`src/rtl/bldu_pkg.sv`:
```
// ----------------------------------------------------------------------------
// bldu_pkg
// Shared codes and word types for the bounded list insert/delete/dump unit.
// ----------------------------------------------------------------------------
package bldu_pkg;

  localparam int KIND_W   = 2;
  localparam int VALUE_W  = 32;
  localparam int INDEX_W  = 16;
  localparam int STATUS_W = 2;

  // operation codes on the kind field
  localparam logic [KIND_W-1:0] KIND_HEAD   = 2'd0;
  localparam logic [KIND_W-1:0] KIND_TAIL   = 2'd1;
  localparam logic [KIND_W-1:0] KIND_DELETE = 2'd2;

  // status codes carried on every result word of a run
  localparam logic [STATUS_W-1:0] STAT_DONE      = 2'd0;
  localparam logic [STATUS_W-1:0] STAT_BAD_INDEX = 2'd1;
  localparam logic [STATUS_W-1:0] STAT_FULL      = 2'd2;

  // tag that travels alongside a memory read during a dump
  typedef struct packed {
    logic                valid;
    logic                dir;
    logic                has;
    logic                last;
    logic [STATUS_W-1:0] status;
  } dump_tag_t;

  // one result word as held in the output queue
  typedef struct packed {
    logic                dir;
    logic [VALUE_W-1:0]  value;
    logic                has;
    logic [STATUS_W-1:0] status;
    logic                last;
  } out_word_t;

endpackage

```
`src/rtl/bldu_mem.sv`:
```
// ----------------------------------------------------------------------------
// bldu_mem
// Entry store: one write port, one read port, registered read data.
// ----------------------------------------------------------------------------
module bldu_mem #(
  parameter int DEPTH      = 16,
  parameter int WORD_WIDTH = 32,
  parameter int AW         = 4
) (
  input  logic                  clk,
  input  logic                  we,
  input  logic [AW-1:0]         waddr,
  input  logic [WORD_WIDTH-1:0] wdata,
  input  logic [AW-1:0]         raddr,
  output logic [WORD_WIDTH-1:0] rdata
);

  logic [WORD_WIDTH-1:0] mem [DEPTH];

  always_ff @(posedge clk) begin
    if (we) begin
      mem[waddr] <= wdata;
    end
  end

  always_ff @(posedge clk) begin
    rdata <= mem[raddr];
  end

endmodule

```
`src/rtl/bldu_ctrl.sv`:
```
// ----------------------------------------------------------------------------
// bldu_ctrl
// Sequencer: applies inserts and deletes to the circular entry store, closes
// up gaps after a delete and walks the list for the two dump passes.
// ----------------------------------------------------------------------------
module bldu_ctrl #(
  parameter int DEPTH      = 16,
  parameter int WORD_WIDTH = 32,
  parameter int AW         = 4,
  parameter int CW         = 5
) (
  input  logic                           clk,
  input  logic                           rst,
  input  logic                           in_valid,
  output logic                           in_ready,
  input  logic [bldu_pkg::KIND_W-1:0]    kind,
  input  logic [bldu_pkg::VALUE_W-1:0]   value,
  input  logic [bldu_pkg::INDEX_W-1:0]   index,
  input  logic [1:0]                     occ,
  output logic                           we,
  output logic [AW-1:0]                  waddr,
  output logic [WORD_WIDTH-1:0]          wdata,
  output logic [AW-1:0]                  raddr,
  input  logic [WORD_WIDTH-1:0]          rd_data,
  output bldu_pkg::dump_tag_t            tag
);

  import bldu_pkg::*;

  typedef enum logic [3:0] {
    S_IDLE  = 4'b0001,
    S_SH_RD = 4'b0010,
    S_SH_WR = 4'b0100,
    S_DUMP  = 4'b1000
  } state_t;

  state_t              state, state_next;
  logic [AW-1:0]       head, head_next;
  logic [CW-1:0]       count, count_next;
  logic [CW-1:0]       pos, pos_next;
  logic [CW-1:0]       j, j_next;
  logic                dir, dir_next;
  logic [STATUS_W-1:0] stat, stat_next;
  dump_tag_t           tag_next;
  logic [63:0]         value_wide;
  logic [WORD_WIDTH-1:0] word;
  logic [2:0]          credit;
  logic [CW:0]         idx_plus1;
  logic [CW:0]         j_plus2;

  // physical slot of a list position
  function automatic logic [AW-1:0] wrap_add(input logic [AW-1:0] a,
                                             input logic [CW-1:0] b);
    logic [CW:0] s;
    s = (CW+1)'(a) + (CW+1)'(b);
    if (s >= (CW+1)'(DEPTH)) begin
      s = s - (CW+1)'(DEPTH);
    end
    return s[AW-1:0];
  endfunction

  assign value_wide = 64'(value);
  assign word       = value_wide[WORD_WIDTH-1:0];
  assign credit     = 3'(occ) + 3'(tag.valid);
  assign idx_plus1  = (CW+1)'(index[CW-1:0]) + (CW+1)'(1);
  assign j_plus2    = (CW+1)'(j) + (CW+1)'(2);

  always_comb begin
    state_next = state;
    head_next  = head;
    count_next = count;
    pos_next   = pos;
    j_next     = j;
    dir_next   = dir;
    stat_next  = stat;
    tag_next   = '0;
    in_ready   = 1'b0;
    we         = 1'b0;
    waddr      = wrap_add(head, j);
    wdata      = rd_data;
    raddr      = wrap_add(head, pos);
    case (state)
      S_IDLE: begin
        in_ready = 1'b1;
        pos_next = '0;
        dir_next = 1'b0;
        if (in_valid) begin
          case (kind)
            KIND_HEAD, KIND_TAIL: begin
              state_next = S_DUMP;
              if (count == CW'(DEPTH)) begin
                stat_next = STAT_FULL;
              end else begin
                stat_next  = STAT_DONE;
                we         = 1'b1;
                wdata      = word;
                count_next = count + CW'(1);
                if (kind == KIND_HEAD) begin
                  head_next = (head == '0) ? AW'(DEPTH - 1) : head - AW'(1);
                  waddr     = head_next;
                end else begin
                  waddr = wrap_add(head, count);
                end
              end
            end
            KIND_DELETE: begin
              if (index >= INDEX_W'(count)) begin
                stat_next  = STAT_BAD_INDEX;
                state_next = S_DUMP;
              end else begin
                stat_next = STAT_DONE;
                j_next    = index[CW-1:0];
                if (idx_plus1 == (CW+1)'(count)) begin
                  count_next = count - CW'(1);
                  state_next = S_DUMP;
                end else begin
                  state_next = S_SH_RD;
                end
              end
            end
            default: begin
            end
          endcase
        end
      end
      S_SH_RD: begin
        raddr      = wrap_add(head, j + CW'(1));
        state_next = S_SH_WR;
      end
      S_SH_WR: begin
        // move the entry one place towards the front
        we     = 1'b1;
        j_next = j + CW'(1);
        if (j_plus2 == (CW+1)'(count)) begin
          count_next = count - CW'(1);
          state_next = S_DUMP;
        end else begin
          state_next = S_SH_RD;
        end
      end
      S_DUMP: begin
        if (credit <= 3'd2) begin
          tag_next.valid  = 1'b1;
          tag_next.dir    = dir;
          tag_next.has    = (count != '0);
          tag_next.status = stat;
          if (count == '0) begin
            tag_next.last = dir;
            if (dir) begin
              state_next = S_IDLE;
            end else begin
              dir_next = 1'b1;
            end
          end else if (!dir) begin
            if (pos == count - CW'(1)) begin
              dir_next = 1'b1;
            end else begin
              pos_next = pos + CW'(1);
            end
          end else begin
            if (pos == '0) begin
              tag_next.last = 1'b1;
              state_next    = S_IDLE;
            end else begin
              pos_next = pos - CW'(1);
            end
          end
        end
      end
      default: begin
        state_next = S_IDLE;
      end
    endcase
  end

  always_ff @(posedge clk) begin
    if (rst) begin
      state <= S_IDLE;
      head  <= '0;
      count <= '0;
      tag   <= '0;
    end else begin
      state <= state_next;
      head  <= head_next;
      count <= count_next;
      tag   <= tag_next;
    end
  end

  always_ff @(posedge clk) begin
    pos  <= pos_next;
    j    <= j_next;
    dir  <= dir_next;
    stat <= stat_next;
  end

endmodule

```
`src/rtl/bldu_out.sv`:
```
// ----------------------------------------------------------------------------
// bldu_out
// Three-word result queue: catches read data with its tag and holds it for
// the output channel, so the dump walk keeps going while the sink stalls until the queue is full.
// ----------------------------------------------------------------------------
module bldu_out #(
  parameter int WORD_WIDTH = 32
) (
  input  logic                           clk,
  input  logic                           rst,
  input  bldu_pkg::dump_tag_t            tag,
  input  logic [WORD_WIDTH-1:0]          rd_data,
  output logic [1:0]                     occ,
  output logic                           out_valid,
  input  logic                           out_ready,
  output logic                           direction,
  output logic [bldu_pkg::VALUE_W-1:0]   entry_value,
  output logic                           has_value,
  output logic [bldu_pkg::STATUS_W-1:0]  status,
  output logic                           last
);

  import bldu_pkg::*;

  out_word_t   q [3];
  logic [1:0]  wr_ptr, rd_ptr;
  logic        push, pop;
  logic [63:0] rd_wide;
  out_word_t   in_word;

  assign rd_wide        = 64'(rd_data);
  assign in_word.dir    = tag.dir;
  assign in_word.value  = tag.has ? rd_wide[VALUE_W-1:0] : '0;
  assign in_word.has    = tag.has;
  assign in_word.status = tag.status;
  assign in_word.last   = tag.last;

  assign push      = tag.valid;
  assign out_valid = (occ != 2'd0);
  assign pop       = out_valid && out_ready;

  assign direction   = q[rd_ptr].dir;
  assign entry_value = q[rd_ptr].value;
  assign has_value   = q[rd_ptr].has;
  assign status      = q[rd_ptr].status;
  assign last        = q[rd_ptr].last;

  always_ff @(posedge clk) begin
    if (push) begin
      q[wr_ptr] <= in_word;
    end
  end

  always_ff @(posedge clk) begin
    if (rst) begin
      wr_ptr <= '0;
      rd_ptr <= '0;
      occ    <= '0;
    end else begin
      if (push) begin
        wr_ptr <= (wr_ptr == 2'd2) ? 2'd0 : wr_ptr + 2'd1;
      end
      if (pop) begin
        rd_ptr <= (rd_ptr == 2'd2) ? 2'd0 : rd_ptr + 2'd1;
      end
      occ <= occ + 2'(push) - 2'(pop);
    end
  end

endmodule

```
`src/rtl/bounded_list_insert_delete_dump_unit.sv`:
```
// ----------------------------------------------------------------------------
// bounded_list_insert_delete_dump_unit
// Ordered list of up to DEPTH words in a circular store: head insert, tail
// insert and indexed delete, each followed by a front-to-back and a
// back-to-front dump of the whole list.
//
//   channel | handshake            | payload
//   --------+----------------------+------------------------------------------
//   in      | in_valid / in_ready  | kind, value, index
//   out     | out_valid / out_ready| direction, entry_value, has_value,
//           |                      | status, last
//
// An item is taken while in_ready is high; a delete then closes the gap by
// moving each later entry one place towards the front, reading it in
// S_SH_RD and writing it in S_SH_WR. The dump walk issues one store read
// per cycle while the result queue has room; the read data and its tag are
// registered before the queue catches them.
// in_ready is high only between runs; a stall on out holds the walk once the
// three-word result queue is full. Reset clears count, head and the queue.
// ----------------------------------------------------------------------------
module bounded_list_insert_delete_dump_unit #(
  parameter int DEPTH      = 16,
  parameter int WORD_WIDTH = 32
) (
  input  logic                           clk,
  input  logic                           rst,
  input  logic                           in_valid,
  output logic                           in_ready,
  input  logic [bldu_pkg::KIND_W-1:0]    kind,
  input  logic [bldu_pkg::VALUE_W-1:0]   value,
  input  logic [bldu_pkg::INDEX_W-1:0]   index,
  output logic                           out_valid,
  input  logic                           out_ready,
  output logic                           direction,
  output logic [bldu_pkg::VALUE_W-1:0]   entry_value,
  output logic                           has_value,
  output logic [bldu_pkg::STATUS_W-1:0]  status,
  output logic                           last
);

  import bldu_pkg::*;

  localparam int AW = (DEPTH > 1) ? $clog2(DEPTH) : 1;
  localparam int CW = $clog2(DEPTH + 1);

  logic                  we;
  logic [AW-1:0]         waddr, raddr;
  logic [WORD_WIDTH-1:0] wdata, rd_data;
  logic [1:0]            occ;
  dump_tag_t             tag;

  bldu_mem #(
    .DEPTH      (DEPTH),
    .WORD_WIDTH (WORD_WIDTH),
    .AW         (AW)
  ) u_mem (
    .clk   (clk),
    .we    (we),
    .waddr (waddr),
    .wdata (wdata),
    .raddr (raddr),
    .rdata (rd_data)
  );

  bldu_ctrl #(
    .DEPTH      (DEPTH),
    .WORD_WIDTH (WORD_WIDTH),
    .AW         (AW),
    .CW         (CW)
  ) u_ctrl (
    .clk      (clk),
    .rst      (rst),
    .in_valid (in_valid),
    .in_ready (in_ready),
    .kind     (kind),
    .value    (value),
    .index    (index),
    .occ      (occ),
    .we       (we),
    .waddr    (waddr),
    .wdata    (wdata),
    .raddr    (raddr),
    .rd_data  (rd_data),
    .tag      (tag)
  );

  bldu_out #(
    .WORD_WIDTH (WORD_WIDTH)
  ) u_out (
    .clk         (clk),
    .rst         (rst),
    .tag         (tag),
    .rd_data     (rd_data),
    .occ         (occ),
    .out_valid   (out_valid),
    .out_ready   (out_ready),
    .direction   (direction),
    .entry_value (entry_value),
    .has_value   (has_value),
    .status      (status),
    .last        (last)
  );

endmodule
```
`config.mk`:
```
export PLATFORM = sky130hd
export DESIGN_NAME = bounded_list_insert_delete_dump_unit
export DESIGN_NICKNAME = d
export VERILOG_FILES = /design/src/rtl/bldu_pkg.sv /design/src/rtl/bldu_mem.sv /design/src/rtl/bldu_ctrl.sv /design/src/rtl/bldu_out.sv /design/src/rtl/bounded_list_insert_delete_dump_unit.sv
export SDC_FILE = /design/constraint.sdc
export NUM_CORES = 1
export LEC_CHECK = 0
export BUFFER_PORTS_ARGS = -buffer_cell sky130_fd_sc_hd__buf_2
export CELL_PAD_IN_SITES_DETAIL_PLACEMENT = 1
export CELL_PAD_IN_SITES_GLOBAL_PLACEMENT = 2
export CORE_AREA = 2 2 236 238
export CTS_BUF_LIST = sky130_fd_sc_hd__clkbuf_8 sky130_fd_sc_hd__clkbuf_16
export DETAILED_ROUTE_END_ITERATION = 12
export DIE_AREA = 0 0 238 240
export GPL_ROUTABILITY_DRIVEN = 0
export PLACE_DENSITY_LB_ADDON = 0.1
export SYNTH_ARGS = -nofsm -noshare
export SYNTH_HDL_FRONTEND = slang
export SYNTH_HIERARCHICAL = 1
export SYNTH_SLANG_ARGS = --single-unit
```
`constraint.sdc`:
```
create_clock -name clk -period 11.72 [get_ports clk]
set_input_delay 0.586 -clock clk [delete_from_list [all_inputs] [get_ports clk]]
set_output_delay 0.586 -clock clk [all_outputs]
set_load 0.01 [all_outputs]
```
=== Yosys cells after proc, flatten, opt, wreduce, memory -nomap -nowiden ===
Memory sizes are Yosys's and may differ from the RTL's. A register that Yosys moved wholly into a read port is not among the register bits.
Index checks and enable logic that the tools add are counted.

* Mux-type cells: 69
* Bitwise logic cells: 3
* $lt $le $gt $ge: 6
* Add/sub/neg operators: 21
* Reduce and logical (&&, ||, !) cells: 20
* Equality and inequality tests: 26

{| class="wikitable"
|+ Operators by type and width
! kind !! number
|-
| 2-to-1 mux 32 bit || 5
|-
| 2-to-1 mux 4 bit || 20
|-
| 2-to-1 mux 5 bit || 13
|-
| case mux 5 bit (2 select lines) || 4
|-
| adder 4 x 5 -> 6 bit || 4
|-
| >= comparator 6 x 5 -> 1 bit (second input constant) || 4
|-
| subtractor 4 x 1 -> 4 bit (second input constant) || 5
|-
| >= comparator 16 x 5 -> 1 bit || 1
|-
| 2-to-1 mux 1 bit || 16
|-
| case mux 4 bit (4 select lines) || 1
|-
| adder 5 x 1 -> 5 bit (second input constant) || 3
|-
| AND reduction 5 bit || 3
|-
| == test 6 x 5 -> 1 bit || 2
|-
| != test 3 bit (second input constant) || 4
|-
| logical NOT 5 bit || 2
|-
| 2-to-1 mux 2 bit || 5
|-
| subtractor 5 x 1 -> 5 bit (second input constant) || 2
|-
| != test 2 bit (second input constant) || 4
|-
| case mux 4 bit (2 select lines) || 1
|-
| nonzero test 2 bit || 4
|-
| AND reduction 7 bit || 1
|-
| adder 5 x 1 -> 6 bit (second input constant) || 1
|-
| adder 5 x 2 -> 6 bit (second input constant) || 1
|-
| == test 2 bit (second input constant) || 3
|-
| other kinds (28) || 36
|}

* Memories kept: 2
* Register bits after elaboration: 38
* Memory bits (writable): 623

{| class="wikitable"
|+ Memories
! memory !! words !! bits a word !! read ports !! clocked after memory_dff !! write ports !! RTL line !! source
|-
| u_mem.mem || 16 || 32 || 1 || 1 || 1 || bldu_mem.sv:18 || <nowiki>logic [WORD_WIDTH-1:0] mem [DEPTH];</nowiki>
|-
| u_out.q || 3 || 37 || 1 || 1 || 1 || bldu_out.sv:25 || <nowiki>out_word_t q [3];</nowiki>
|}

=== Logic depth before layout (Yosys ltp) ===
Gate-level depths: netlist of run 1.

* Depth after elaboration: 8
* Mapped depth: 13

=== By module ===
Netlist of run 1, hierarchy kept.

{| class="wikitable"
|+ By module, submodules not included
! module !! seq. area each (sq um) !! instances !! cells each !! area each (sq um)
|-
| bldu_mem || 16015.4 || 1 || 838 || 19835.3
|-
| bldu_out || 3493.4 || 1 || 308 || 4672.0
|-
| bldu_ctrl || 770.7 || 1 || 352 || 3160.5
|}

=== Worst setup path after synthesis of run 1 ===
No wires, ideal clock.

* Kind: register to register
* Start: register u_ctrl.count[0]
* End: memory u_mem.mem[0][0] (enable)
* Slack: 6.766 ns
* Data arrival time: 4.493 ns
* Clock period less this slack: 4.954 ns
* Library setup time: 0.461 ns
* Cell stages (with the launch flop): 11
* Buffers on the path: 2
* Cell sequence: dfxtp_1 -> clkbuf_1 -> inv_1 -> ha_1 -> nor3b_1 -> and2_1 -> nor3_2 -> buf_2 -> or2_2 -> or3b_2 -> nor3_1

* Elaborated cells between the ends (all ways): 16

{| class="wikitable"
|+ RTL lines
! item !! RTL line !! source
|-
| start: declaration || bldu_ctrl.sv:39 || <nowiki>logic [CW-1:0] count, count_next;</nowiki>
|-
| start signal: assignment || bldu_ctrl.sv:185 || <nowiki>count <= count_next;</nowiki>
|-
| == test 5 bit || bldu_ctrl.sv:91 || <nowiki>if (count == CW'(DEPTH)) begin</nowiki>
|-
| 2-to-1 mux 1 bit || bldu_ctrl.sv:91 ||
|-
| 2-to-1 mux 1 bit || bldu_ctrl.sv:88 || <nowiki>case (kind)</nowiki>
|-
| 2-to-1 mux 1 bit || bldu_ctrl.sv:87 || <nowiki>if (in_valid) begin</nowiki>
|-
| case mux 1 bit (2 select lines) || bldu_ctrl.sv:82 || <nowiki>case (state)</nowiki>
|-
| via we || bounded_list_insert_delete_dump_unit.sv:46 || <nowiki>logic we;</nowiki>
|-
| 2-to-1 mux 1 bit || bldu_mem.sv:21 || <nowiki>if (we) begin</nowiki>
|-
| 2-to-1 mux 1 bit (implied by the code) || bldu_mem.sv:22 || <nowiki>mem[waddr] <= wdata;</nowiki>
|-
| end: declaration || bldu_mem.sv:18 ||
|}

The timed path passes the listed nets, and every way through them passes these cells.

=== Worst setup path after layout of run 1 ===
* Start: register u_ctrl.count[0]
* End: memory u_mem.mem[15][3] (enable)

* Longest elaborated chain between the ends: 8
* Elaborated cells between the ends (all ways): 16

{| class="wikitable"
|+ Ends and longest elaborated chain
! item !! RTL line !! source
|-
| adder 4 x 5 -> 6 bit || bldu_ctrl.sv:55 || <nowiki>s = (CW+1)'(a) + (CW+1)'(b);</nowiki>
|-
| >= comparator 6 x 5 -> 1 bit or subtractor 4 x 1 -> 4 bit (tied branches) || bldu_ctrl.sv:56, bldu_ctrl.sv:57 ||
|-
| 2-to-1 mux 4 bit || bldu_ctrl.sv:56 || <nowiki>if (s >= (CW+1)'(DEPTH)) begin</nowiki>
|-
| 2-to-1 mux 4 bit || bldu_ctrl.sv:98 || <nowiki>if (kind == KIND_HEAD) begin</nowiki>
|-
| 2-to-1 mux 4 bit (*) || bldu_ctrl.sv:91 ||
|-
| 2-to-1 mux 4 bit (*) || bldu_ctrl.sv:88 ||
|-
| 2-to-1 mux 4 bit (*) || bldu_ctrl.sv:87 ||
|-
| 2-to-1 mux 4 bit (*) || bldu_ctrl.sv:82 ||
|-
| via waddr[0] || bounded_list_insert_delete_dump_unit.sv:47 || <nowiki>logic [AW-1:0] waddr, raddr;</nowiki>
|}

The timed path passes the listed nets; every way through them passes the cells marked *.

==> results.md, run 1 <==
- Status: completed
- Syn Area/Cell: ~18 µm²
- Leading register cell type out of synthesis: edfxtp_1
- Fin Setup TNS: 0 ns
- CTS resizes: 0
- Routed wire length: approximately 65 mm
- Post-synth EDFFs: ~640
- Drt pass-1 iters: 5
- Worst min-delay path class: input port to flip-flop
- Drc violations: 0
- Area leader, netlist: edfxtp_1
- Vias in the first global route: 14800
- Share of async-settable or async-resettable flops after synthesis: 0
- Slew Limit Fails: 0
- Max Freq: between 200 and 250 MHz
- Critical path capture point type: flip-flop
- I/O Pins: 93
- Post-synth cell types: 66
- PortBufs: 92
- CTS tree: done
- Drt via density: roughly 5.9
- CP max FO: between 40 and 50
- Final Hold Viols: 0
- Clock tree buffer depth: 3
- Max cap viols: 0
- Pwr/cell area: around 190 nW/µm²
- Slowest stage delay, CP: roughly 0.65 ns
- Fin crit share: 0.396
- Die footprint: approximately 57000 µm²
- Worst path cell trace: inv_1 > ha_1 > nor3b_1 > and2_1 > nor3_4 > buf_4 > nor2_1 > a31oi_1 > nand2_1 > nor2_4 > buf_4
- Post-route ant nets: 0
- # hold bufs at CTS: 0
- Peak VDD IR: 0.000152 V
- Fraction of layout cells with a size suffix above 1: 0.254
- Post-Syn Area: about 28000 µm²
- Area growth syn-to-layout: 13.4%
- Final Skew: about 0.025 ns
- Share of Yosys cell area claimed by the top area cell type: 0.690
- Placeable Area: 54700 µm²
- Clk sink count: between 600 and 700
- Reg clk slew, reported paths: about 0.06 ns
- Design area: approximately 31000 µm²
- WL/cell: roughly 27 µm
- Post-CTS setup buffer count: 0
- Measured slew at the worst slew-check pin: roughly 1.1 ns
- # setup viols final: 0
- Minimum clock period: between 4 and 5 ns
- Synth Instances: around 1500
- Initial antenna violation count: 5
- Synthesis-stage register bit count: 695
- First-pass GRT wire length: ~96 mm
- Synth top area cells: edfxtp_1, mux4_2, dfxtp_1
- # rows: 86
- Clock H-tree levels: 3
- Die Height: 240 µm
- CP top delay family: simple AND/OR/NAND/NOR gates
- CTS root buf: clkbuf_16
- RSZ-0062 raised after global routing: false
- Area after DPL: 29100 µm²
- CP required: ~12 ns
- GRT Util Overall: 0.232
- Iter 0 DRT Violations: about 1100
- CP dominant cell by count: buf_4
- Largest net degree at the start of global routing: 75
- Kind of critical path: flip-flop to flip-flop
- Lkg Pwr: ~10 nW
- Setup crit start kind: flip-flop
- CP bufs+invs: 3
- YS warnings: 6
- Num CTS Buffers: slightly above 70
- Sequential area share after synthesis: 0.733
- Post-DP HPWL: between 30 and 40 mm
- Worst skew pair latency: around 0.6 ns
- Syn Nets: approximately 1600
- Commonest non-fill, non-tap cell in the layout: edfxtp_1
- Via count: between 10000 and 15000
- Crit path DAT: 4.90 ns
- Remaining global-route overflow: 0
- Crit path max-delay cell type: nor2_4
- # nets final: approximately 1700
- Initial core utilization: 0.506
- Die W: 238 µm
- Most frequent cells in the layout: edfxtp_1, mux4_2, buf_2
- Max_slew headroom: 0.244
## sequential cells by signal (all words and copies together), names as in the netlist, named ones only
register and count:
u_ctrl/head 4, u_ctrl/tag 6, u_ctrl/pos 5, u_ctrl/state 4, u_out/wr_ptr 2, u_ctrl/stat 2, u_out/q 111, u_ctrl/count 5
u_ctrl/j 5, u_out/occ 2, u_mem/mem 512, u_out/rd_ptr 2, u_ctrl/dir 1, u_mem/rdata 32
## stage by stage
step / total power, mW / utilization / setup WS [ns] / hold WS, ns / instances
6_report: 5.96 / 0.574 / 7.08 / 0.357 / 2386
5_1_grt: 6.17 / 0.574 / 6.78 / 0.376 / 2382
4_1_cts: 6.02 / 0.574 / 7.04 / 0.329 / 2382
3_5_place_dp: 3.82 / 0.532 / 7.05 / 0.447 / 2252
3_3_place_gp: 3.79 / 0.532 / 7.09 / 0.433 / 2252
2_1_floorplan: 3.53 / - / 6.77 / 0.420 / 1498
## cell families (layout without fill, tap and decap cells)
| group | Yosys count | count (layout) | share of synthesized area |
|---|---|---|---|
| fa+ha+maj | 33 | 33 | 0.0160 |
| flops | 695 | 695 | 0.733 |
| other cells | 0 | 4 | 0 |
| simple gates | 258 | 258 | 0.0473 |
| compound gates | 177 | 177 | 0.0427 |
| xor+xnor | 35 | 35 | 0.0111 |
| mux | 205 | 205 | 0.134 |
| buf+inv | 95 | 275 | 0.0162 |
## Yosys cell counts, types with 3 or more instances
cell      instances
edfxtp_1        636
mux4_2          128
nand2_1          89
a22oi_1          64
dfxtp_1          59
nor2_1           52
o21ai_0          52
mux2i_1          41
and2_1           40
clkbuf_1         34
mux2_2           33
ha_1             29
a21oi_1          25
inv_1            20
xnor2_1          18
xor2_1           17
buf_2            16
nand3_1          12
buf_4            11
buf_1            10
nand2b_1         10
nor2b_1           8
nor3_1            8
a21o_1            6
nor4_1            6
nor3b_1           5
o31ai_1           5
buf_6             4
fa_1              4
nand3b_1          4
a31oi_1           3
nand4_1           3
o21a_1            3
or2_2             3
or4_1             3
## area by class of cell
cell class | count | area (µm²)
diodes | 4 | 10.0
clock buffers | 79 | 1930
clock inverters | 51 | 355
fillers | 4785 | 23300
inverters | 20 | 75.1
multi-input cells | 708 | 7120
flip-flops and latches | 695 | 20300
well taps | 704 | 881
repair buffers | 125 | 708
## where the power goes
part	internal (mW)	switching (mW)	leakage, nW
clock	1.29	0.914	1.17
combinational	0.258	0.451	2.78
sequential	2.96	0.0867	6.22
total	4.51	1.45	10.2
## tightest hold or removal path: stages
cell and delay (ns):
buf_2 0.13, nand2_1 0.06, o21ai_0 0.06
## worst paths after layout
kind | from | endpoint | slack [ns] | cells after the start
worst max register to register | u_ctrl/count[0] | u_mem/mem[15][3] | 7.08 | 11
worst max-delay path | u_ctrl/count[0] | u_mem/mem[15][3] | 7.08 | 11
worst min register to register | u_ctrl/tag[1] | u_out/q[2][2] | 0.46 | 0
worst min-delay path | index[4] | u_ctrl/j[4] | 0.36 | 3
## metal layers
layer / vias to the layer above / GRT usage / wire, µm
met5: - / 0 / 0
met4: 0 / 0.0619 / 1330
met3: 89 / 0.0450 / 3610
met2: 388 / 0.381 / 31600
met1: 7382 / 0.323 / 28100
li1: 6237 / - / -
No activity file was read; power rests on OpenSTA's default activity.
==> inputs of run 2 (changes only) <==
--- a/config.mk
+++ b/config.mk
@@ -8,10 +8,10 @@
 export BUFFER_PORTS_ARGS = -buffer_cell sky130_fd_sc_hd__buf_2
 export CELL_PAD_IN_SITES_DETAIL_PLACEMENT = 1
 export CELL_PAD_IN_SITES_GLOBAL_PLACEMENT = 2
-export CORE_AREA = 2 2 236 238
+export CORE_AREA = 2 2 244 246
 export CTS_BUF_LIST = sky130_fd_sc_hd__clkbuf_8 sky130_fd_sc_hd__clkbuf_16
 export DETAILED_ROUTE_END_ITERATION = 12
-export DIE_AREA = 0 0 238 240
+export DIE_AREA = 0 0 246 248
 export GPL_ROUTABILITY_DRIVEN = 0
 export PLACE_DENSITY_LB_ADDON = 0.1
 export SYNTH_ARGS = -nofsm -noshare
==> constraint.sdc (replaced) <==
create_clock -name clk -period 4.68 [get_ports clk]
set_input_delay 0.234 -clock clk [delete_from_list [all_inputs] [get_ports clk]]
set_output_delay 0.234 -clock clk [all_outputs]
set_load 0.01 [all_outputs]
==> run 2 against run 1 <==
  * Combinational power grew to 2.7 times the previous value
  * Global-route usage shrank 1.3 points
  * Count of clock-buffer cells in the layout shrank 2
  * Sequential share of layout area shrank 0.73 points
  * Core utilization shrank 3.1 points
  * Fmax grew 17%
  * Non-clock buffer count grew 25
  * Largest cell class unchanged
==> results.md, run 2 (synthesized netlist as in run 1, its figures left out) <==
- CTS resizes: 0 (unchanged)
- Post-route ant nets: 0 (unchanged)
- I/O Pins: 93 (unchanged)
- Most frequent cells in the layout: edfxtp_1, mux4_2, buf_2 (unchanged)
- GRT Util Overall: 0.219 (was 0.232)
- Power Total: 15.0 mW (was 5.96 mW)
- Clock Power Share: 0.365 (was 0.370)
- Met3 usage: 0.0387 (was 0.0450)
- CP bufs+invs: 2 (was 3)
- Pwr/cell area: 473 nW/µm² (was 190 nW/µm²)
- Die W: 246 µm (was 238 µm)
- Reg clk slew, reported paths: 0.06 ns (about the same)
- CTS tree: done (unchanged)
- Register bank with the most flops: u_mem/mem (unchanged)
- Measured slew at the worst slew-check pin: 1.16 ns (was 1.13 ns)
- # setup viols final: 0 (unchanged)
- Drc violations: 0 (unchanged)
- Max Freq: 252 MHz (was 215 MHz)
- # hold bufs at CTS: 1 (was 0)
- Registers with the most flip-flops: u_mem/mem: 512 flops, u_out/q: 111 flops, u_mem/rdata: 32 flops (unchanged)
- # nets final: 1735 (was 1709)
- RSZ-0062 raised after global routing: false (unchanged)
- Drt via density: 5.71 (was 5.91)
- Clk sink count: 695 (unchanged)
- Post-DP HPWL: 40.9 mm (was 36.5 mm)
- Max cap viols: 0 (unchanged)
- Minimum clock period: 3.97 ns (was 4.64 ns)
- # rows: 89 (was 86)
- Initial antenna violation count: 12 (was 5)
- Remaining global-route overflow: 0 (unchanged)
- Num CTS Buffers: 73 (was 72)
- Sequential Power Share: 0.509 (was 0.511)
- Die Height: 248 µm (was 240 µm)
- Largest net degree at the start of global routing: 61 (was 75)
- Filler cell count in the final layout: 5203 (was 4785)
- Switching share of power: 0.250 (was 0.243)
- Die footprint: 61000 µm² (was 57100 µm²)
- First-pass GRT wire length: 97.5 mm (was 96.3 mm)
- Met1 global-route usage: 0.309 (was 0.323)
- Commonest non-fill, non-tap cell in the layout: edfxtp_1 (unchanged)
- Worst skew pair latency: 0.61 ns (about the same)
- Combinational share of power: 0.126 (was 0.119)
- Grt peak-use layer: met2 (unchanged)
- PortBufs: 92 (unchanged)
- Crit path DAT: 4.21 ns (was 4.90 ns)
- Cell Int Power: 11.3 mW (was 4.51 mW)
- Clock H-tree levels: 3 (unchanged)
- Final Hold Viols: 0 (unchanged)
- Area after DPL: 29400 µm² (was 29100 µm²)
- CP top delay family: simple AND/OR/NAND/NOR gates (unchanged)
- Max_slew headroom: 0.223 (was 0.244)
- Iter 0 DRT Violations: 920 (was 1115)
- Fin Setup TNS: 0 ns (unchanged)
- CTS root buf: clkbuf_16 (unchanged)
- Initial core utilization: 0.473 (was 0.506)
- Critical path capture point type: flip-flop (unchanged)
- Placeable Area: 58500 µm² (was 54700 µm²)
- Peak VDD IR: 0.000472 V (was 0.000152 V)
- Max FFs per register: 512 (unchanged)
- Fin crit share: 0.848 (was 0.396)
- Status: completed (unchanged)
- Setup crit start kind: flip-flop (unchanged)
- WL/cell: 26.2 µm (was 27.1 µm)
- Met2 GRT Util: 0.351 (was 0.381)
- CP required: 4.92 ns (was 11.97 ns)
- Slowest stage delay, CP: 0.57 ns (was 0.65 ns)
- Final Skew: 0.0177 ns (was 0.0254 ns)
- Design area: 31700 µm² (was 31400 µm²)
- Worst path cell trace: inv_1 > ha_1 > nor3b_1 > and2_1 > nor3_4 > nand3_1 > o21ai_1 > nand2_1 > nor2_4 > buf_4 (was inv_1 > ha_1 > nor3b_1 > and2_1 > nor3_4 > buf_4 > nor2_1 > a31oi_1 > nand2_1 > nor2_4 > buf_4)
- Slew Limit Fails: 0 (unchanged)
- Vias in the first global route: 15100 (was 14800)
- Clock tree buffer depth: 3 (unchanged)
- Crit path max-delay cell type: o21ai_1 (was nor2_4)
- Lkg Pwr: 10.4 nW (was 10.2 nW)
- Kind of critical path: flip-flop to flip-flop (unchanged)
- CP max FO: 32 (was 41)
- Post-CTS setup buffer count: 0 (unchanged)
- Switching power: 3.75 mW (was 1.45 mW)
- Worst min-delay path class: input port to flip-flop (unchanged)
- Routed wire length: 64.9 mm (was 64.6 mm)
- Drt pass-1 iters: 5 (unchanged)
- Via count: 14200 (was 14100)
- Area growth syn-to-layout: 14.7% (was 13.4%)
- Fraction of layout cells with a size suffix above 1: 0.268 (was 0.254)
-- run 2: changes by cell type in the layout (fill, tap and decap cells not counted), moves of 2 or more --
cell      before  now
inv_1         36   39
clkinv_2       5   13
nor3_2         4    0
clkbuf_8       4    2
buf_4         33   50
clkinv_1      19   10
diode_2        4    2
nor3_4         1    5
buf_12         0    7
-- run 2: final timing paths --
| kind | to | slack [ns] | cells after the start | from |
|---|---|---|---|---|
| worst min register to register | u_ctrl/tag[1] | 0.45 | 1 | u_ctrl/stat[1] |
| worst max-delay path | u_mem/mem[7][12] | 0.71 | 10 | u_ctrl/count[0] |
| worst min-delay path | u_ctrl/j[4] | 0.03 | 3 | index[4] |
| worst max register to register | u_mem/mem[7][12] | 0.71 | 10 | u_ctrl/count[0] |
-- run 2: metal layers --
| layer | up-vias | wire length, µm | share of wire |
|---|---|---|---|
| li1 | 6269 | - | - |
| met1 | 7443 | 28700 | 0.44 |
| met2 | 341 | 31100 | 0.48 |
| met3 | 104 | 3480 | 0.054 |
| met4 | 0 | 1680 | 0.026 |
| met5 | - | 0 | 0 |
-- run 2: power by group through the flow --
stage / combinational [mW] / sequential (mW) / clock (mW)
6_report: 1.89 / 7.65 / 5.48
2_1_floorplan: 1.24 / 7.60 / 0
4_1_cts: 1.92 / 7.65 / 5.63
3_3_place_gp: 1.85 / 7.78 / 0
5_1_grt: 2.06 / 7.67 / 5.84
3_5_place_dp: 1.91 / 7.78 / 0
-- run 2: worst reg2reg max path: cells and delay by family (launching register included) --
kind            cells  cell delay, ns
simple gates        6            1.59
compound gates      1            0.57
flops               1            0.56
fa+ha+maj           1            0.22
buf+inv             2            0.65
-- run 2: through the flow --
| step | instances | hold WS, ns | setup WS, ns | util |
|---|---|---|---|---|
| finish | 2479 | 0.0317 | 0.711 | 0.543 |
| global route | 2477 | 0.0237 | 0.414 | 0.543 |
| CTS | 2477 | 0.00579 | 0.703 | 0.543 |
| detailed placement | 2345 | 0.445 | 0.742 | 0.504 |
| global placement | 2345 | 0.444 | 0.867 | 0.504 |
| floorplan | 1498 | 0.415 | 0.489 | - |
-- run 2: layout make-up --
cell class / instances / area, µm² / share of cell area
Clock buffer: 77 / 1900 / 0.0600
Sequential cell: 695 / 20300 / 0.639
Multi-Input combinational cell: 708 / 7140 / 0.225
Antenna cell: 2 / 5.00 / 0.000158
Timing Repair Buffer: 150 / 986 / 0.0311
Clock inverter: 54 / 359 / 0.0113
Tap cell: 773 / 967 / 0.0305
Inverter: 20 / 75.1 / 0.00237
==> inputs of run 3 (changes only) <==
==> constraint.sdc (replaced) <==
create_clock -name clk -period 3.93 [get_ports clk]
set_input_delay 0.1965 -clock clk [delete_from_list [all_inputs] [get_ports clk]]
set_output_delay 0.1965 -clock clk [all_outputs]
set_load 0.01 [all_outputs]
==> run 3 against run 2 <==
  * Count of clock-buffer cells in the layout is 4 higher
  * Clock skew fell by 0.0014 ns
  * Core utilization is 0.42 points higher
  * Power is 21% higher
  * Sequential power grew 19%
  * Die area did not move
  * Clock power is 24% higher
  * Largest power group unchanged
==> results.md, run 3 (synthesized netlist as in run 1, its figures left out) <==
- Most frequent cells in the layout: edfxtp_1, mux4_2, buf_2 (unchanged)
- Final Hold Viols: 0 (unchanged)
- Pwr/cell area: 569 nW/µm² (was 473 nW/µm²)
- Status: completed (unchanged)
- I/O Pins: 93 (unchanged)
- Kind of critical path: flip-flop to flip-flop (unchanged)
- Filler cell count in the final layout: 5233 (was 5203)
- Initial core utilization: 0.473 (unchanged)
- Combinational share of power: 0.126 (about the same)
- CP required: 4.18 ns (was 4.92 ns)
- Area growth syn-to-layout: 15.5% (was 14.7%)
- Max_slew headroom: 0.198 (was 0.223)
- Commonest non-fill, non-tap cell in the layout: edfxtp_1 (unchanged)
- Lkg Pwr: 10.5 nW (was 10.4 nW)
- Slew Limit Fails: 0 (unchanged)
- Via count: 14200 (about the same)
- Post-DP HPWL: 41.5 mm (was 40.9 mm)
- Peak VDD IR: 0.000395 V (was 0.000472 V)
- R2R cell count: 11 (was 10)
- Drt pass-1 iters: 6 (was 5)
- Final core utilization: 0.547 (was 0.543)
- RSZ-0062 raised after global routing: false (unchanged)
- Fin crit share: 0.944 (was 0.848)
- Hold path cells: 4 (was 3)
- Clk sink count: 695 (unchanged)
- Iter 0 DRT Violations: 1001 (was 920)
- R2R Path Start: u_ctrl/count[1] (was u_ctrl/count[0])
- # setup viols final: 0 (unchanged)
- Seq. cell area: 20300 µm² (unchanged)
- Crit path from: u_ctrl/count[1] (was u_ctrl/count[0])
- Worst hold start: out_ready (was index[4])
- First-pass GRT wire length: 98.7 mm (was 97.5 mm)
- Max FFs per register: 512 (unchanged)
- Post-route ant nets: 0 (unchanged)
- R2R Setup Slk: 0.22 ns (was 0.71 ns)
- Vias in the first global route: 14900 (was 15100)
- CTS tree: done (unchanged)
- Registers with the most flip-flops: u_mem/mem: 512 flops, u_out/q: 111 flops, u_mem/rdata: 32 flops (unchanged)
- CTS root buf: clkbuf_16 (unchanged)
- Routed wire length: 66.0 mm (was 64.9 mm)
- Layout Cells excl Fill: 2495 (was 2479)
- Clock tree buffer depth: 3 (unchanged)
- # rows: 89 (unchanged)
- Clock H-tree levels: 3 (unchanged)
- Power Total: 18.2 mW (was 15.0 mW)
- Drc violations: 0 (unchanged)
- Cell Int Power: 13.7 mW (was 11.3 mW)
- GRT Util Overall: 0.223 (was 0.219)
- Post-Route M1 WL: 30.1 mm (was 28.7 mm)
- Final Skew: 0.0163 ns (was 0.0177 ns)
- Switching share of power: 0.248 (was 0.250)
- Final worst slack: 0.218 ns (was 0.711 ns)
- Initial antenna violation count: 5 (was 12)
- Dpl cells: 2354 (was 2345)
- Switching power: 4.51 mW (was 3.75 mW)
- Minimum clock period: 3.71 ns (was 3.97 ns)
- Num CTS Buffers: 74 (was 73)
- Crit path DAT: 3.96 ns (was 4.21 ns)
- # nets final: 1749 (was 1735)
- Met2 WL: 31.4 mm (was 31.1 mm)
- WL/cell: 26.5 µm (was 26.2 µm)
- Die footprint: 61000 µm² (unchanged)
- Measured slew at the worst slew-check pin: 1.20 ns (was 1.16 ns)
- Area of the multi-input gates: 7140 µm² (about the same)
- Largest net degree at the start of global routing: 52 (was 61)
- Sequential Power Share: 0.500 (was 0.509)
- Worst min-delay path class: input port to flip-flop (unchanged)
- Die Height: 248 µm (unchanged)
- Setup crit start kind: flip-flop (unchanged)
- Max Freq: 269 MHz (was 252 MHz)
- Drt via density: 5.71 (about the same)
- Reg clk slew, reported paths: 0.06 ns (about the same)
- Placeable Area: 58500 µm² (unchanged)
- Critical path capture point type: flip-flop (unchanged)
- Metal3 WL: 3.43 mm (was 3.48 mm)
- Die W: 246 µm (unchanged)
- Worst skew pair latency: 0.60 ns (was 0.61 ns)
- Worst r2r dst: u_mem/mem[15][9] (was u_mem/mem[7][12])
- Area after DPL: 29500 µm² (was 29400 µm²)
- Register bank with the most flops: u_mem/mem (unchanged)
- PortBufs: 92 (unchanged)
- CP max FO: 20 (was 32)
- Design area: 32000 µm² (was 31700 µm²)
- Clock Power Share: 0.374 (was 0.365)
- Post-place setup slack: 0.128 ns (was 0.742 ns)
- Max layer used: met4 (unchanged)
- Fraction of layout cells with a size suffix above 1: 0.278 (was 0.268)
- Max cap viols: 0 (unchanged)
- Remaining global-route overflow: 0 (unchanged)
## run 3: changes by cell type in the layout (fill, tap and decap cells not counted), moves of 3 or more
cell        change
clkbuf_8        +3
buf_4           +8
inv_1           -3
clkinvlp_4      -3
clkinv_2        +7
## run 3: cell type report
| cell class | instances | area share |
|---|---|---|
| Clock inverter | 54 | 0.0129 |
| Antenna cell | 1 | 0.0000783 |
| Sequential cell | 695 | 0.634 |
| Clock buffer | 81 | 0.0616 |
| Multi-Input combinational cell | 708 | 0.223 |
| Inverter | 20 | 0.00235 |
| Tap cell | 773 | 0.0303 |
| Timing Repair Buffer | 163 | 0.0350 |
## run 3: metrics by stage
step	setup TNS, ns	hold WS, ns
finish	0	0.0324
global route	0	0.0444
CTS	0	0.00573
detailed placement	0	0.444
global placement	0	0.431
floorplan	-104.47	0.378
## run 3: how the worst max path moves through the flow
stage	to	slack [ns]	cells after the start
2_1_floorplan	u_mem/mem[8][0]	-0.80	11
3_3_place_gp	u_mem/mem[4][21]	0.23	11
3_5_place_dp	u_mem/mem[8][9]	0.13	11
4_1_cts	u_mem/mem[4][16]	0.07	11
5_1_grt	u_mem/rdata[15]	0.005	13
6_report	u_mem/mem[15][9]	0.22	11
## run 3: layer usage
layer / up-vias / global-route usage
met2: 336 / 0.353
met1: 7532 / 0.325
met5: - / 0
met3: 73 / 0.0382
li1: 6304 / -
met4: 0 / 0.0545
## run 3: power by group through the flow
stage	Sequential, mW	Combinational, mW	Clock, mW
3_3_place_gp	9.24	2.23	0
4_1_cts	9.09	2.31	6.94
6_report	9.09	2.29	6.79
5_1_grt	9.12	2.49	7.21
2_1_floorplan	9.05	1.48	0
3_5_place_dp	9.25	2.30	0
## run 3: timing repair
item                                    in CTS  in global routing
endpoints found under the setup margin       0                266
endpoints found under the hold margin        3                  0
buffers inserted                             0                  2
hold buffers                                 3                  0
gates resized for setup                      0                  3
## run 3: critical path: stages, from the launching register on
cell,delay [ns]
dfxtp_1,0.51
inv_1,0.24
ha_1,0.23
nor3b_1,0.16
and2_1,0.25
nor3_4,0.27
buf_4,0.28
nor2_1,0.07
a21oi_1,0.41
nand3_2,0.33
nor2_4,0.19
buf_4,0.38
